==> src/dfs_pkg.sv <==
// dfs_pkg: shared types and constants for the distance formation step block.
// Used by dfs_cell, dfs_mul and distance_formation_step. No dependencies.
`timescale 1ns / 1ps
`default_nettype none
package dfs_pkg;
  localparam int SLOTS_DEF = 16;
  localparam int ACC_W     = 128;
  localparam int MUL_AW    = 72;
  localparam int MUL_BW    = 34;
  localparam int MUL_CH    = 18;
  localparam int MUL_NCH   = MUL_AW / MUL_CH;
  localparam int LIMIT_Q16 = 20972;
  localparam int HALF_Q16  = 32768;

  typedef enum logic [1:0] {OP_ADD, OP_UPD, OP_STEP, OP_NOP} op_t;
  typedef enum logic [1:0] {ST_OK, ST_FULL, ST_MISS} status_t;

  typedef struct packed {
    logic signed [31:0] x;
    logic signed [31:0] y;
    logic signed [31:0] z;
    logic signed [31:0] d;
  } entry_t;

  typedef struct packed {
    logic shift;
    logic pose_we;
    logic dist_we;
  } cell_ctl_t;
endpackage
`default_nettype wire

==> src/dfs_cell.sv <==
// dfs_cell: one table slot holding an agent pose and desired distance.
// Rotates toward its neighbor on shift. Depends on dfs_pkg.
`timescale 1ns / 1ps
`default_nettype none
module dfs_cell #(
  parameter int ID = 0,
  parameter int IW = 5
) (
  input  wire logic              clk,
  input  wire dfs_pkg::cell_ctl_t ctl,
  input  wire logic [IW-1:0]     wr_sel,
  input  wire dfs_pkg::entry_t   wr_ent,
  input  wire dfs_pkg::entry_t   nb_ent,
  output dfs_pkg::entry_t        ent
);
  import dfs_pkg::*;

  entry_t ent_r;
  logic   sel;

  assign sel = (wr_sel == IW'(ID));
  assign ent = ent_r;

  always_ff @(posedge clk) begin
    if (ctl.shift) begin
      ent_r <= nb_ent;
    end else if (sel) begin
      if (ctl.pose_we) begin
        ent_r.x <= wr_ent.x;
        ent_r.y <= wr_ent.y;
        ent_r.z <= wr_ent.z;
      end
      if (ctl.dist_we) begin
        ent_r.d <= wr_ent.d;
      end
    end
  end
endmodule
`default_nettype wire

==> config.mk <==
export PLATFORM = sky130hd
export DESIGN_NAME = dfs_cell
export DESIGN_NICKNAME = d
export VERILOG_FILES = /design/src/dfs_pkg.sv /design/src/dfs_cell.sv
export SDC_FILE = /design/constraint.sdc
export NUM_CORES = 1
export LEC_CHECK = 0
export ABC_AREA = 1
export BUFFER_PORTS_ARGS = -buffer_cell sky130_fd_sc_hd__buf_2
export CELL_PAD_IN_SITES_DETAIL_PLACEMENT = 0
export CELL_PAD_IN_SITES_GLOBAL_PLACEMENT = 1
export CORE_AREA = 2 2 153 155
export DETAILED_ROUTE_END_ITERATION = 12
export DIE_AREA = 0 0 155 157
export GPL_ROUTABILITY_DRIVEN = 0
export GPL_TIMING_DRIVEN = 0
export PLACE_DENSITY_LB_ADDON = 0.1
export SLEW_MARGIN = 20
export SYNTH_ARGS = -nofsm -noshare
export SYNTH_HDL_FRONTEND = slang
export SYNTH_SLANG_ARGS = --single-unit
==> constraint.sdc <==
create_clock -name clk -period 3.8 [get_ports clk]
set_input_delay 0.38 -clock clk [delete_from_list [all_inputs] [get_ports clk]]
set_output_delay 0.38 -clock clk [all_outputs]
set_load 0.05 [all_outputs]
==> summary.md <==
| Metric | Value |
|---|---|
| Bufs on Longest Clock Path | 2 |
| IO Pins | 393 |
| Worst setup path class | input pin to flip-flop |
| Outcome | finished, final reports clean |
| Max-slew headroom | 0.7083 |
| Share of the synthesized area in the top cell type | 0.7038 |
| Clock root buffer | sky130_fd_sc_hd__clkbuf_16 |
| Peak supply drop | 0.2457 mV |
| Antenna Violating Nets Remaining | 0 |
| Cell depth of the worst hold path | 3 |
| Total Die Area | 24340 um2 |
| Post-synthesis cell count | 548 |
| Sum of negative setup slack | 0 ns |
| TritonCTS buffer count | 17 |
| Count of final setup violators | 0 |
| Initial core utilization | 0.2427 |
| Tot GR Track Use | 0.1635 |
| Floorplan die width | 155 um |
| Number of flip-flops in the largest register | 128 |
| Synth Register Bits | 128 |
| Clock period minus final worst setup slack | 1.632 ns |
| Post-DP HPWL | 15640 um |
| Top fanout value on the critical path | 36 |
| Die Ht | 157 um |
| Average cell area after synthesis | 9.966 um2 |
| Number of max-slew violations in the final report | 0 |
| Worst Hold Margin | 0.2258 ns |
| Netlist cell types | 9 |
| Setup repair after global routing missed its margin | false |
| Layout-stage area growth over the synthesis result | 56.20% |
| Post-CTS setup buffer count | 0 |
| Leakage power | 4.396 nW |
| Final period util | 0.4295 |
| Area of the multi-input gates | 1479 um2 |
| Core Rows | 55 |
| Final Hold Fails | 0 |
| Fmax | 612.7 MHz |
| Fillers | 2362 |
| Number of buffers inserted for hold repair after clock tree synthesis | 0 |
| Areal power density over the cells | 537.2 nW/um2 |
| Total detailed-routing wirelength | 20190 um |
| Netlist area before placement | 5461 um2 |
| Via total after detailed routing | 5039 |
| Cts repair resizes | 0 |
| Drc violations | 0 |
| First-pass iteration count of the detailed router | 4 |
| Global-route wire length before repair | 29420 um |
| # clock sinks | 128 |
| Syn_nets | 813 |
| Max-Cap Viols | 0 |
| Slew at the pin closest to its max-slew limit | 0.4375 ns |
| Mean routed wirelength per cell | 15.96 um |
| Clock slew at reported path FFs | 0.06 ns |
| Arrival time at the worst endpoint | 1.73 ns |
| Deepest level of the CTS H-tree | 4 |
| Register area share after synthesis | 0.7038 |
| Vias in the first global route | 5058 |
| Detailed router's first-iteration violation count | 249 |
| Number of nets at the end of the flow | 1227 |
| Core box area | 22500 um2 |
| Nature of the critical path startpoint | input pin |
| Kind of capture point of the worst setup path | flip-flop |
| Dominant cells by area after synthesis | sky130_fd_sc_hd__edfxtp_1 70%, sky130_fd_sc_hd__nand2_1 27%, sky130_fd_sc_hd__buf_2 2.4% |
| Antenna violations before repair | 2 |
| Buffers on Ports | 392 |
| CTS tree | yes |
| Required time of the worst setup path | 3.90 ns |
| Total of warnings raised by yosys | 0 |
| Final global-route overflow total | 0 |
| Largest net degree at the start of global routing | 37 |
| Tightest Hold Check Type | input pin to flip-flop |
| Cell type with the largest total area after synthesis | sky130_fd_sc_hd__edfxtp_1 |
| Post-detailed-route via-to-cell ratio | 3.983 |
| Register cell area after layout | 3844 um2 |
| Fraction of layout cells with a size suffix above 1 | 0.4667 |
| Design Power | 4.583 mW |
[cells in the mapped netlist (all sizes together)]
cell type	instances
inv	2
edfxtp	128
nand2	386
clkbuf	1
buf	27
nand4	2
nor2	2
[path summary, 6_finish.rpt]
check        start                 end  slack (ns)
min    wr_ent[119]  ent[119]$_DFFE_PP_        0.23
max      wr_sel[3]   ent[49]$_DFFE_PP_        2.17
[final cells by class]
type	count	area share
Antenna cell	5	0.001467
Buffer	28	0.01657
Clock buffer	19	0.05075
Clock inverter	13	0.02757
Inverter	2	0.0008800
Multi-Input combinational cell	390	0.1734
Sequential cell	128	0.4506
Tap cell	285	0.04180
Timing Repair Buffer	395	0.2370
[cell usage in the layout (no fill, tap or decap), drive strengths merged]
master and count:
clkinvlp 2, nand4 2, edfxtp 128, inv 3
buf 422, nor2 2, bufinv 6, diode 5
clkbuf 20, nand2 386, clkinv 4
[per-layer routing]
layer,global-route usage,vias up,share of wire
met5,0,-,0
met4,0.05600,0,0.015
met3,0.06415,20,0.10
met2,0.2921,228,0.52
met1,0.1766,2190,0.36
li1,-,2601,-
[logic make-up after synthesis]
| logic type | share of synthesized area |
|---|---|
| AND/OR/NAND/NOR | 0.2690 |
| flip-flops | 0.7038 |
| buffers and inverters | 0.02726 |
[worst max-delay path: stages]
cell and delay [ns]:
sky130_fd_sc_hd__buf_2 0.10, sky130_fd_sc_hd__nor2_1 0.13, sky130_fd_sc_hd__nand4_1 0.16, sky130_fd_sc_hd__nand2_4 0.36, sky130_fd_sc_hd__buf_12 0.28, sky130_fd_sc_hd__buf_12 0.24
[metrics by stage]
stage,cells,util,worst slack (ns),area [um2]
floorplan,548,-,0.6810,5461
global placement,1225,0.3457,-1.057,7780
detailed placement,1228,0.3488,1.711,7850
CTS,1260,0.3785,2.157,8518
global route,1261,0.3786,2.009,8521
finish,1265,0.3791,2.168,8531
[power by group]
group          switching, mW  internal [mW]  total (mW)  leakage (nW)
logic                  0.715          0.245       0.960          2.83
clock network          0.642           1.23        1.88         0.318
registers             0.0301           1.72        1.75          1.25
total                   1.39           3.20        4.58          4.40
Power figures use the tool's default switching activity.
