<file path="config.mk">
export PLATFORM = sky130hd
export DESIGN_NAME = dfs_mul
export DESIGN_NICKNAME = d
export VERILOG_FILES = /design/src/dfs_pkg.sv /design/src/dfs_mul.sv
export SDC_FILE = /design/constraint.sdc
export NUM_CORES = 2
export LEC_CHECK = 0
export BUFFER_PORTS_ARGS = -buffer_cell sky130_fd_sc_hd__buf_2
export CORE_ASPECT_RATIO = 0.6
export CORE_MARGIN = 3
export CORE_UTILIZATION = 66
export CTS_BUF_LIST = sky130_fd_sc_hd__clkbuf_8
export CTS_CLUSTER_DIAMETER = 120
export CTS_CLUSTER_SIZE = 28
export DETAILED_ROUTE_END_ITERATION = 8
export HOLD_SLACK_MARGIN = 0.08
export PLACE_DENSITY = 0.95
export SETUP_SLACK_MARGIN = 0.1
export SKIP_CTS_REPAIR_TIMING = 1
export SLEW_MARGIN = 40
export SYNTH_ARGS = -nofsm -noshare
export SYNTH_HDL_FRONTEND = slang
export SYNTH_SLANG_ARGS = --single-unit
</file>
<file path="constraint.sdc">
create_clock -name clk -period 12.5 [get_ports clk]
set_input_delay 1.875 -clock clk [delete_from_list [all_inputs] [get_ports clk]]
set_output_delay 1.875 -clock clk [all_outputs]
set_load 0.03 [all_outputs]
</file>
<file path="src/dfs_pkg.sv">
// dfs_pkg: shared types and constants for the distance formation step block.
// Used by dfs_cell, dfs_mul and distance_formation_step. No dependencies.
`timescale 1ns / 1ps
`default_nettype none
package dfs_pkg;
  localparam int SLOTS_DEF = 16;
  localparam int ACC_W     = 128;
  localparam int MUL_AW    = 72;
  localparam int MUL_BW    = 34;
  localparam int MUL_CH    = 18;
  localparam int MUL_NCH   = MUL_AW / MUL_CH;
  localparam int LIMIT_Q16 = 20972;
  localparam int HALF_Q16  = 32768;

  typedef enum logic [1:0] {OP_ADD, OP_UPD, OP_STEP, OP_NOP} op_t;
  typedef enum logic [1:0] {ST_OK, ST_FULL, ST_MISS} status_t;

  typedef struct packed {
    logic signed [31:0] x;
    logic signed [31:0] y;
    logic signed [31:0] z;
    logic signed [31:0] d;
  } entry_t;

  typedef struct packed {
    logic shift;
    logic pose_we;
    logic dist_we;
  } cell_ctl_t;
endpackage
`default_nettype wire

</file>
<file path="src/dfs_mul.sv">
// dfs_mul: sequential signed multiplier, 72 x 34 bits into 128 bits,
// one 18-bit digit of the wide operand per cycle. Depends on dfs_pkg.
`timescale 1ns / 1ps
`default_nettype none
module dfs_mul (
  input  wire logic                              clk,
  input  wire logic                              rst_n,
  input  wire logic                              start,
  input  wire logic signed [dfs_pkg::MUL_AW-1:0] a,
  input  wire logic signed [dfs_pkg::MUL_BW-1:0] b,
  output logic                                   done,
  output logic signed [dfs_pkg::ACC_W-1:0]       prod
);
  import dfs_pkg::*;

  localparam int CNT_W = $clog2(MUL_NCH);

  logic                     busy_r;
  logic                     done_r;
  logic [CNT_W-1:0]         cnt_r;
  logic [MUL_AW-1:0]        a_sh_r;
  logic signed [MUL_BW-1:0] b_r;
  logic signed [ACC_W-1:0]  acc_r;
  logic signed [MUL_CH:0]   dig;
  logic signed [MUL_CH+MUL_BW:0] pp;
  logic signed [ACC_W-1:0]  acc_nxt;

  always_comb begin
    if (cnt_r == '0) begin
      dig = {a_sh_r[MUL_AW-1], a_sh_r[MUL_AW-1 -: MUL_CH]};
    end else begin
      dig = {1'b0, a_sh_r[MUL_AW-1 -: MUL_CH]};
    end
    pp      = dig * b_r;
    acc_nxt = (acc_r <<< MUL_CH) + ACC_W'(pp);
  end

  always_ff @(posedge clk) begin
    if (!rst_n) begin
      busy_r <= 1'b0;
      done_r <= 1'b0;
      cnt_r  <= '0;
    end else begin
      done_r <= 1'b0;
      if (start) begin
        busy_r <= 1'b1;
        cnt_r  <= '0;
        a_sh_r <= a;
        b_r    <= b;
        acc_r  <= '0;
      end else if (busy_r) begin
        acc_r  <= acc_nxt;
        a_sh_r <= a_sh_r << MUL_CH;
        cnt_r  <= cnt_r + CNT_W'(1);
        if (cnt_r == CNT_W'(MUL_NCH - 1)) begin
          busy_r <= 1'b0;
          done_r <= 1'b1;
        end
      end
    end
  end

  assign done = done_r;
  assign prod = acc_r;
endmodule
`default_nettype wire

</file>
==> impl_results.md <==
* Post-synthesis sequential area ratio at 14.7%
* Drt first-iter violations at 4883
* Max clock buf depth at 3
* Grt ovf at 0
* Initial antenna violation count at 7
* Achievable Freq at 98.4 MHz
* Dpl cells at 6128
* DIE AREA at 0.0764 mm²
* First-pass GRT wire length at 228000 µm
* Clk_lat worst skew at 690 ps
* CTS tree: built
* Final setup TNS at 0 ps
* Synthesis-stage register bit count at 238
* Post-layout nets at 6631
* MaxCap Viol Count at 0
* RSZ-0062 raised after global routing: no
* Clk_skew at 62.8 ps
* Most numerous cell in the Yosys netlist: inv_1
* Post-route clock period utilization at 81.3%
* Post-synth EDFFs at 234
* Chip height at 215 µm
* CTS HTree Levels at 1
* Cell variety after synth at 69
* Clock Tree Root: clkbuf_8
* GR Util met1 at 56.4%
* Busiest grt layer: met1
* Io pins at 238
* Mean Syn Cell Area at 9.50 µm²
* Synth top cells by count: inv_1 (1371), fa_1 (1047), nand2_1 (590), ha_1 (299), nor2_1 (243)
* WS Path Type: reg2reg
* Worst-margin pin slew at 909 ps
* CP Capture Type: register
* Initial DRT Pass Iterations at 9
* Fraction of layout cells with a size suffix above 1 at 8.12%
* Mapped Area at 0.0482 mm²
* Cell taking the most area after synthesis: fa_1
* Synth area leaders: fa_1 (43%), edfxtp_1 (15%), inv_1 (11%)
* Status: complete, no violations
* Met2 Use GR at 53.7%
* Slowest CP cell: edfxtp_1
* CP startpoint kind: register
* HPWL after DPL at 121000 µm
* Final Cell Area at 0.0508 mm²
* Row count at 76
* Vias in the first global route at 39200
* Ys async rst share at 0%
* Vias per cell at 6.05
* Input/output buffers at 237
* Yosys warns at 0
* Worst EP arrival at 10590 ps
* Slew Viols, Final at 0
* Endpoints failing setup at 0
* DR DRC count at 0
* Synth-to-layout area growth at 5.31%
* CTS buffer count at 14
* Post-route ant nets at 0
* Final GP Congestion at 1.07
* Worst hold path class: reg2reg
* M3 GR Usage at 18.7%
* WL/cell at 23.9 µm
* Final Hold Viols at 0
* Syn Inst Count at 5076
* WL final at 147000 µm
* Req. time, crit path at 12930 ps
* Cell mode on critical path: fa_1
* Slew HR at 39.4%
* Top-area cell type share of the netlist area at 43.5%
* Delay of the slowest critical-path stage at 830 ps
* Core Area at 0.0720 mm²
* Vias at 37300
* Total GRT Usage at 39.4%
* Crit path max fanout at 30
* Clock-pin slew on the worst setup and hold paths at 210 ps
* Cell Count, Final, Fillers Out at 6162
* Final min period at 10160 ps
* Post-Syn Nets at 6531
* Largest net degree at the start of global routing at 143
* Initial core utilization at 67.0%
* Die X at 355 µm
* Sink Count at 238
* Dpl cell area at 0.0503 mm²
* Top FF cell, synth: edfxtp_1
==> state kept, by name, summed over array words and instances, names as in the netlist <==
signal / flops
cnt_r: 2
prod: 128
busy_r: 1
b_r: 34
done: 1
a_sh_r: 72
==> metrics by stage <==
stage / setup WS [ps] / util, % / hold WS [ps]
floorplan: 1670 / - / 460
global placement: 2850 / 69.7 / 495
detailed placement: 2620 / 69.9 / 501
CTS: 2530 / 70.3 / 551
global route: 1870 / 70.5 / 557
finish: 2340 / 70.5 / 542
==> area by class of cell <==
| type | instances | area, µm² |
|---|---|---|
| Inverter | 1371 | 5160 |
| Sequential cell | 238 | 7110 |
| Timing Repair Buffer | 306 | 1860 |
| Fill cell | 5092 | 21200 |
| Tap cell | 975 | 1220 |
| Clock inverter | 8 | 92.6 |
| Multi-Input combinational cell | 3245 | 35100 |
| Antenna cell | 4 | 10.0 |
| Clock buffer | 15 | 206 |
==> routing by layer <==
layer | up-vias | wire (µm) | part of all wire, %
met5 | - | 92 | 0.062
li1 | 15400 | - | -
met1 | 18300 | 55600 | 38
met2 | 3074 | 58900 | 40
met4 | 14 | 5810 | 3.9
met3 | 459 | 27000 | 18
==> worst max-delay path: cells and delay by family, from the launching register on <==
kind / cells / cell delay [ps]
flops: 1 / 830
compound gates: 3 / 1250
fa+ha+maj: 8 / 4120
buf+inv: 7 / 2020
simple gates: 6 / 1470
xor+xnor: 1 / 150
==> cells by family after synthesis <==
kind of cell    synth area share [%]
buf+inv                         12.5
fa+ha+maj                       51.2
simple gates                    11.2
compound gates                  6.78
flops                           14.7
xor+xnor                        2.13
mux                             1.47
==> cells in the final DEF (no fill, tap or decap), types with 5 or more instances in the layout <==
master	instances
a211oi_1	11
a21boi_0	8
a21o_1	55
a21oi_1	195
a221oi_1	7
a31oi_1	13
and2_1	175
and3_1	8
buf_2	236
buf_4	45
buf_6	17
clkbuf_8	15
edfxtp_1	234
fa_1	1047
ha_1	299
inv_1	1367
mux2_2	60
nand2_1	590
nand2b_1	6
nand3_1	25
nand4_1	61
nor2_1	243
nor2b_1	19
nor3_1	35
nor4_1	10
o211ai_1	5
o21a_1	15
o21ai_0	107
o21bai_1	42
o31a_1	5
o31ai_1	11
or2_2	9
or3_1	6
xnor2_1	75
xor2_1	42
==> worst paths after layout <==
| kind | startpoint | to | slack (ps) | cells past startpoint |
|---|---|---|---|---|
| setup / recovery | b_r[33] | prod[112] | 2340 | 25 |
| hold / removal | a_sh_r[25] | a_sh_r[43] | 540 | 1 |
| setup reg to reg | b_r[33] | prod[112] | 2340 | 25 |
| hold reg to reg | a_sh_r[25] | a_sh_r[43] | 540 | 1 |
Power is not shown: default switching activity piles up to over one toggle a cycle in this logic, so the estimate is an artifact.
